[config.mk]
export PLATFORM = sky130hd
export DESIGN_NAME = sorted_priority_queue_unit_flat
export DESIGN_NICKNAME = d
export VERILOG_FILES = /design/src/hw/rtl/spq_pkg.sv /design/src/hw/rtl/spq_intf.sv /design/src/hw/rtl/spq_cell.sv /design/src/hw/rtl/sorted_priority_queue_unit.sv /design/src/flat_wrapper.sv
export SDC_FILE = /design/constraint.sdc
export NUM_CORES = 1
export LEC_CHECK = 0
export BUFFER_PORTS_ARGS = -buffer_cell sky130_fd_sc_hd__buf_2
export CAP_MARGIN = 10
export CORE_UTILIZATION = 25
export DETAILED_ROUTE_END_ITERATION = 10
export PLACE_DENSITY_LB_ADDON = 0.15
export SYNTH_ARGS = -nofsm -noshare
export SYNTH_HDL_FRONTEND = slang
export SYNTH_HIERARCHICAL = 1
export SYNTH_SLANG_ARGS = --single-unit
[constraint.sdc]
create_clock -name clock -period 6.89 [get_ports clock]
set_clock_uncertainty 0.1 [all_clocks]
set_input_delay 0.3445 -clock clock [delete_from_list [all_inputs] [get_ports clock]]
set_output_delay 0.3445 -clock clock [all_outputs]
set_load 0.02 [all_outputs]
[src/hw/rtl/spq_pkg.sv]
package spq_pkg;

   localparam int DEFAULT_CAPACITY  = 16;
   localparam int DEFAULT_PRIO_BITS = 8;

   localparam int PORT_PRIO_W = 8;
   localparam int CHAR_W      = 8;
   localparam int COUNT_W     = 5;

   typedef enum logic {
      KIND_ENQ = 1'b0,
      KIND_DEQ = 1'b1
   } kind_type;

   typedef enum logic [1:0] {
      STATUS_OK    = 2'd0,
      STATUS_FULL  = 2'd1,
      STATUS_EMPTY = 2'd2
   } status_type;

   typedef struct packed {
      logic enq;
      logic deq;
   } cell_ctl_type;

endpackage

[src/hw/rtl/spq_intf.sv]
interface spq_req_if
   import spq_pkg::*;
();
   logic                   valid;
   logic                   ready;
   logic                   kind;
   logic [PORT_PRIO_W-1:0] new_prio;
   logic [CHAR_W-1:0]      new_char;

   modport source (output valid, kind, new_prio, new_char, input ready);
   modport sink   (input valid, kind, new_prio, new_char, output ready);
endinterface

interface spq_rsp_if
   import spq_pkg::*;
();
   logic                   valid;
   logic                   ready;
   logic                   out_valid;
   logic [PORT_PRIO_W-1:0] out_prio;
   logic [CHAR_W-1:0]      out_char;
   logic [1:0]             status;
   logic [COUNT_W-1:0]     count;

   modport source (output valid, out_valid, out_prio, out_char, status, count, input ready);
   modport sink   (input valid, out_valid, out_prio, out_char, status, count, output ready);
endinterface

[src/hw/rtl/spq_cell.sv]
module spq_cell
   import spq_pkg::*;
#(
   parameter int PRIO_BITS = DEFAULT_PRIO_BITS
) (
   input  logic                 clock,
   input  cell_ctl_type         ctl,
   input  logic                 occupied,
   input  logic [PRIO_BITS-1:0] new_prio,
   input  logic [CHAR_W-1:0]    new_char,
   input  logic                 left_mark,
   input  logic [PRIO_BITS-1:0] left_prio,
   input  logic [CHAR_W-1:0]    left_char,
   input  logic [PRIO_BITS-1:0] right_prio,
   input  logic [CHAR_W-1:0]    right_char,
   output logic                 mark,
   output logic [PRIO_BITS-1:0] prio,
   output logic [CHAR_W-1:0]    char_out
);

   logic [PRIO_BITS-1:0] prio_ff, prio_in;
   logic [CHAR_W-1:0]    char_ff, char_in;

   // A cell is marked when the new entry belongs at or before it.
   assign mark = !occupied || (prio_ff > new_prio);

   always_comb begin
      prio_in = prio_ff;
      char_in = char_ff;
      if (ctl.enq && mark) begin
         if (left_mark) begin
            prio_in = left_prio;
            char_in = left_char;
         end else begin
            prio_in = new_prio;
            char_in = new_char;
         end
      end else if (ctl.deq) begin
         prio_in = right_prio;
         char_in = right_char;
      end
   end

   always_ff @(posedge clock) begin
      prio_ff <= prio_in;
      char_ff <= char_in;
   end

   assign prio     = prio_ff;
   assign char_out = char_ff;

endmodule

[src/hw/rtl/sorted_priority_queue_unit.sv]
// Sorted priority queue of up to CAPACITY (priority, character) entries held in a row
// of cells in ascending priority order. Every request gets exactly one response, registered
// in the cycle after it is accepted; a new request is accepted in every cycle in which the
// response register is empty or being taken, so the queue sustains one request per
// cycle. All cells compare the new priority against their own entry in parallel and
// then shift right (enqueue) or left (dequeue) in the same cycle. Equal priorities
// leave in arrival order. Enqueue while full and dequeue while empty report a status
// code and leave the queue unchanged. The count field carries the low five bits of
// the number of held entries.
module sorted_priority_queue_unit
   import spq_pkg::*;
#(
   parameter int CAPACITY  = DEFAULT_CAPACITY,
   parameter int PRIO_BITS = DEFAULT_PRIO_BITS
) (
   input  logic      clock,
   input  logic      reset,
   spq_req_if.sink   req_bus,
   spq_rsp_if.source rsp_bus
);

   localparam int CNT_W = $clog2(CAPACITY + 1);

   logic [CNT_W-1:0]     cnt_ff, cnt_in;
   logic                 full, empty, accept;
   cell_ctl_type         ctl;
   logic [PRIO_BITS-1:0] new_prio;

   logic [PRIO_BITS-1:0] prio_w [CAPACITY];
   logic [CHAR_W-1:0]    char_w [CAPACITY];
   logic                 mark_w [CAPACITY];

   logic                   rsp_valid_ff, rsp_valid_in;
   logic                   out_valid_ff, out_valid_in;
   logic [PORT_PRIO_W-1:0] out_prio_ff, out_prio_in;
   logic [CHAR_W-1:0]      out_char_ff, out_char_in;
   status_type             status_ff, status_in;
   logic [COUNT_W-1:0]     count_ff, count_in;

   assign full     = (cnt_ff == CNT_W'(CAPACITY));
   assign empty    = (cnt_ff == '0);
   assign accept   = req_bus.valid && req_bus.ready;
   assign new_prio = PRIO_BITS'(req_bus.new_prio);

   assign ctl.enq = accept && (req_bus.kind == KIND_ENQ) && !full;
   assign ctl.deq = accept && (req_bus.kind == KIND_DEQ) && !empty;

   assign req_bus.ready = !rsp_valid_ff || rsp_bus.ready;

   for (genvar i = 0; i < CAPACITY; i++) begin : g_cell
      logic                 left_mark, occupied;
      logic [PRIO_BITS-1:0] left_prio, right_prio;
      logic [CHAR_W-1:0]    left_char, right_char;

      assign occupied = (CNT_W'(i) < cnt_ff);

      if (i == 0) begin : g_first
         assign left_mark = 1'b0;
         assign left_prio = new_prio;
         assign left_char = req_bus.new_char;
      end else begin : g_inner
         assign left_mark = mark_w[i-1];
         assign left_prio = prio_w[i-1];
         assign left_char = char_w[i-1];
      end

      if (i == CAPACITY - 1) begin : g_last
         assign right_prio = prio_w[i];
         assign right_char = char_w[i];
      end else begin : g_mid
         assign right_prio = prio_w[i+1];
         assign right_char = char_w[i+1];
      end

      spq_cell #(
         .PRIO_BITS (PRIO_BITS)
      ) u_cell (
         .clock      (clock),
         .ctl        (ctl),
         .occupied   (occupied),
         .new_prio   (new_prio),
         .new_char   (req_bus.new_char),
         .left_mark  (left_mark),
         .left_prio  (left_prio),
         .left_char  (left_char),
         .right_prio (right_prio),
         .right_char (right_char),
         .mark       (mark_w[i]),
         .prio       (prio_w[i]),
         .char_out   (char_w[i])
      );
   end

   always_comb begin
      cnt_in = cnt_ff;
      if (ctl.enq) begin
         cnt_in = cnt_ff + CNT_W'(1);
      end else if (ctl.deq) begin
         cnt_in = cnt_ff - CNT_W'(1);
      end
   end

   always_comb begin
      rsp_valid_in = accept || (rsp_valid_ff && !rsp_bus.ready);
      out_valid_in = out_valid_ff;
      out_prio_in  = out_prio_ff;
      out_char_in  = out_char_ff;
      status_in    = status_ff;
      count_in     = count_ff;
      if (accept) begin
         out_valid_in = ctl.deq;
         out_prio_in  = ctl.deq ? PORT_PRIO_W'(prio_w[0]) : '0;
         out_char_in  = ctl.deq ? char_w[0] : '0;
         count_in     = COUNT_W'(cnt_in);
         if (req_bus.kind == KIND_ENQ && full) begin
            status_in = STATUS_FULL;
         end else if (req_bus.kind == KIND_DEQ && empty) begin
            status_in = STATUS_EMPTY;
         end else begin
            status_in = STATUS_OK;
         end
      end
   end

   always_ff @(posedge clock) begin
      if (reset) begin
         cnt_ff       <= '0;
         rsp_valid_ff <= 1'b0;
      end else begin
         cnt_ff       <= cnt_in;
         rsp_valid_ff <= rsp_valid_in;
      end
   end

   always_ff @(posedge clock) begin
      out_valid_ff <= out_valid_in;
      out_prio_ff  <= out_prio_in;
      out_char_ff  <= out_char_in;
      status_ff    <= status_in;
      count_ff     <= count_in;
   end

   assign rsp_bus.valid     = rsp_valid_ff;
   assign rsp_bus.out_valid = out_valid_ff;
   assign rsp_bus.out_prio  = out_prio_ff;
   assign rsp_bus.out_char  = out_char_ff;
   assign rsp_bus.status    = status_ff;
   assign rsp_bus.count     = count_ff;

   a_cnt_bound: assert property (@(posedge clock) disable iff (reset)
      cnt_ff <= CNT_W'(CAPACITY))
      else $error("entry count exceeds capacity");

   a_accept_gives_rsp: assert property (@(posedge clock) disable iff (reset)
      accept |=> rsp_valid_ff)
      else $error("accepted request produced no response");

   a_deq_delivers: assert property (@(posedge clock) disable iff (reset)
      ctl.deq |=> (out_valid_ff && status_ff == STATUS_OK))
      else $error("dequeue of a nonempty queue delivered nothing");

   a_count_tracks: assert property (@(posedge clock) disable iff (reset)
      accept |=> (count_ff == COUNT_W'(cnt_ff)))
      else $error("reported count differs from held count");

   a_head_sorted: assert property (@(posedge clock) disable iff (reset)
      (cnt_ff >= CNT_W'(2)) |-> (prio_w[0] <= prio_w[1]))
      else $error("head entries out of order");

endmodule

[src/flat_wrapper.sv]
// flat-port wrapper written by rule: the top's interface ports become plain ports
module sorted_priority_queue_unit_flat import spq_pkg::*;
#(
   parameter int CAPACITY  = DEFAULT_CAPACITY,
   parameter int PRIO_BITS = DEFAULT_PRIO_BITS
)
  (clock, reset, req_bus_valid, req_bus_kind, req_bus_new_prio, req_bus_new_char, req_bus_ready, rsp_bus_valid, rsp_bus_out_valid, rsp_bus_out_prio, rsp_bus_out_char, rsp_bus_status, rsp_bus_count, rsp_bus_ready);
  spq_req_if req_bus_i ();
  spq_rsp_if rsp_bus_i ();
  input  logic clock;
  input  logic reset;
  input wire logic [$bits(req_bus_i.valid)-1:0] req_bus_valid;
  input wire logic [$bits(req_bus_i.kind)-1:0] req_bus_kind;
  input wire logic [$bits(req_bus_i.new_prio)-1:0] req_bus_new_prio;
  input wire logic [$bits(req_bus_i.new_char)-1:0] req_bus_new_char;
  output wire logic [$bits(req_bus_i.ready)-1:0] req_bus_ready;
  output wire logic [$bits(rsp_bus_i.valid)-1:0] rsp_bus_valid;
  output wire logic [$bits(rsp_bus_i.out_valid)-1:0] rsp_bus_out_valid;
  output wire logic [$bits(rsp_bus_i.out_prio)-1:0] rsp_bus_out_prio;
  output wire logic [$bits(rsp_bus_i.out_char)-1:0] rsp_bus_out_char;
  output wire logic [$bits(rsp_bus_i.status)-1:0] rsp_bus_status;
  output wire logic [$bits(rsp_bus_i.count)-1:0] rsp_bus_count;
  input wire logic [$bits(rsp_bus_i.ready)-1:0] rsp_bus_ready;
  assign req_bus_i.valid = req_bus_valid;
  assign req_bus_i.kind = req_bus_kind;
  assign req_bus_i.new_prio = req_bus_new_prio;
  assign req_bus_i.new_char = req_bus_new_char;
  assign req_bus_ready = req_bus_i.ready;
  assign rsp_bus_valid = rsp_bus_i.valid;
  assign rsp_bus_out_valid = rsp_bus_i.out_valid;
  assign rsp_bus_out_prio = rsp_bus_i.out_prio;
  assign rsp_bus_out_char = rsp_bus_i.out_char;
  assign rsp_bus_status = rsp_bus_i.status;
  assign rsp_bus_count = rsp_bus_i.count;
  assign rsp_bus_i.ready = rsp_bus_ready;
  sorted_priority_queue_unit #(.CAPACITY(CAPACITY), .PRIO_BITS(PRIO_BITS)) u_core (.clock(clock), .reset(reset), .req_bus(req_bus_i), .rsp_bus(rsp_bus_i));
endmodule
==> metrics.txt <==
CTS clk-pin slew, worst paths roughly 0.060 ns; drc violations 0; Cell Rows approximately 100; gr ovfl total 0; total wire length 56.47 mm; Max Clk Rate 252.5 MHz; Detail Route Antenna Nets 0; Sw Pwr around 0.0019 W; pin count of the biggest net entering global routing 35; RePlAce Congestion ~0.77; CP dominant cell by count inv_1; P_leak 8.984 nW; CTS H-tree depth 2; post-CTS sizing 0; Peak VDD IR between 100 and 150 uV; die height around 280 um; Sw Share between 20% and 30%; Crit Reg-Reg Startpoint u_core/cnt_ff[1]$_SDFF_PP0_; Tightest Pin Transition 1.147 ns; fin crit period 3.960 ns; combinational power share between 20% and 30%; Flop pwr share ~40%; max incr delay on CP approximately 0.9 ns; Cells after Synth about 1600; nets@finish roughly 1800; critical path startpoint u_core/cnt_ff[1]$_SDFF_PP0_; via count ~12000; worst hold stages 2; Reg2Reg Setup Slack ~2.9 ns; CP arrival a little over 4 ns; most common cell after layout, fill and taps aside edfxtp_1; status completed; period utilization a little under three fifths; IO Count between 40 and 50; mean post-synth cell area approximately 12 sq um; commonest cells after routing, fill and taps aside edfxtp_1, mux2_2, inv_1, o21ai_0, mux2_4; Clk pwr share between 30% and 40%; final hold slack between 0.1 and 0.15 ns; synth warn 6; hold endpoint u_core/rsp_bus.status[0]$_SDFFCE_PP1N_; Multi-input gate area 9906 sq um; clock net sink count around 290; CTS tree yes; core outline area 77470 sq um; Setup crit start kind register; CTS root buf clkbuf_16; DR pass1 iterations 5; fraction of layout cells with a size suffix above 1 about a third; Rel. slew slack a little under a quarter; Int Power roughly 0.0045 W; vias per cell 4.507; FF-to-FF path depth 9; Cell Area, Synth between 15000 and 20000 sq um; # diodes 0; unrepaired setup endpoints after global routing false; fill count about 8000; type of element capturing the critical path register; Die Width 281.8 um; Slowest-stage cell, CP a211oi_4; Reg2Reg Capture Point u_core/g_cell[6].u_cell/char_out[1]$_DFFE_PP_; Max Transition Viols Final 0; Min-Delay Path Class primary input to register; number of global-route vias before repair around 13000; critical path required time around 7.0 ns; GRT Resource Usage Total 14.38%; DR iter-0 viols roughly 730; FF+latch area around 8500 sq um; hold path start req_bus_kind; first-pass GRT wire length 85.01 mm; area grow syn2layout 12.74%; clk buf depth 3; Setup TNS 0 ns; Setup violations, final 0; Die ar. 79390 sq um; ordered list of cells on the worst path inv_1 > ha_1 > and4bb_1 > or2_1 > nor2_2 > buf_4 > inv_1 > a211oi_4 > or2_2; Clk Latency, worst-skew pair 0.56 ns; Initial Utilization roughly 25%; Crit Path Max Fanout 17; TritonCTS buffer count 38; crit path kind register to register; final hold violations 0; initial antenna violation count 1; Pwr Density around 290 nW/um^2; max cap viols 0; post-DP HPWL ~41 mm; # port buffers between 40 and 50; WL/cell roughly 21 um
## routing by layer
layer  vias to the layer above  part of all wire, %  global-route usage (%)
met2                       182                   50                   25.48
li1                       5913                    -                       -
met5                         -                    0                       0
met1                      6076                   45                   18.39
met4                         0                  1.8                   3.651
met3                        61                  2.7                   1.699
## cell type report
cell class                      instances  area share, %
Sequential cell                       286          38.66
Timing Repair Buffer                   53          1.327
Multi-Input combinational cell       1084          44.90
Inverter                              183          3.114
Clock inverter                         14          1.236
Clock buffer                           54          4.861
Tap cell                             1040          5.899
## power groups by stage
stage | clock network [W] | registers [W] | logic (W)
global route | 0.00231 | 0.00257 | 0.00177
finish | 0.00219 | 0.00254 | 0.00159
floorplan | 0 | 0.00244 | 0.00125
detailed placement | 0 | 0.00259 | 0.00159
CTS | 0.00227 | 0.00256 | 0.00161
global placement | 0 | 0.00260 | 0.00158
## timing repair
action | in CTS | in global routing
hold endpoints to repair | 4 | 0
setup buffers | 0 | 0
hold buffers | 4 | 0
## through the flow
| stage | total power, W | worst slack [ns] | util (%) | cells | cell area [sq um] |
|---|---|---|---|---|---|
| floorplan | 0.003692 | 3.684 | - | 1606 | 19580 |
| global placement | 0.004172 | 2.931 | 26.69 | 2642 | 20670 |
| detailed placement | 0.004188 | 2.902 | 26.69 | 2642 | 20670 |
| CTS | 0.006430 | 2.867 | 28.48 | 2714 | 22060 |
| global route | 0.006652 | 2.664 | 28.48 | 2714 | 22060 |
| finish | 0.006328 | 2.930 | 28.48 | 2714 | 22060 |
## how the worst max path moves through the flow
stage	cells after the start	slack [ns]	endpoint
3_3_place_gp	9	2.93	u_core/g_cell[14].u_cell/prio[3]$_DFFE_PP_
3_5_place_dp	9	2.90	u_core/g_cell[6].u_cell/char_out[2]$_DFFE_PP_
6_report	9	2.93	u_core/g_cell[6].u_cell/char_out[1]$_DFFE_PP_
2_1_floorplan	9	3.68	u_core/g_cell[0].u_cell/char_out[0]$_DFFE_PP_
5_1_grt	9	2.66	u_core/g_cell[13].u_cell/prio[1]$_DFFE_PP_
4_1_cts	9	2.87	u_core/g_cell[6].u_cell/prio[0]$_DFFE_PP_
## flip-flops by register name, summed over array words and instances, names as in the netlist
name / count
u_core/g_cell.u_cell/char_out: 128
u_core/g_cell.u_cell/prio: 128
u_core/rsp_bus.out_char: 8
u_core/rsp_bus.out_prio: 8
u_core/cnt_ff: 5
u_core/rsp_bus.count: 5
u_core/rsp_bus.status: 2
u_core/rsp_bus.out_valid: 1
u_core/rsp_bus.valid: 1
## critical path: cells and delay by family, from the launching register on
kind / cells / cell delay (ns)
flops: 1 / 0.49
fa+ha+maj: 1 / 0.26
compound gates: 1 / 0.90
simple gates: 4 / 1.17
buf+inv: 3 / 0.65
Power figures use the tool's default switching activity.
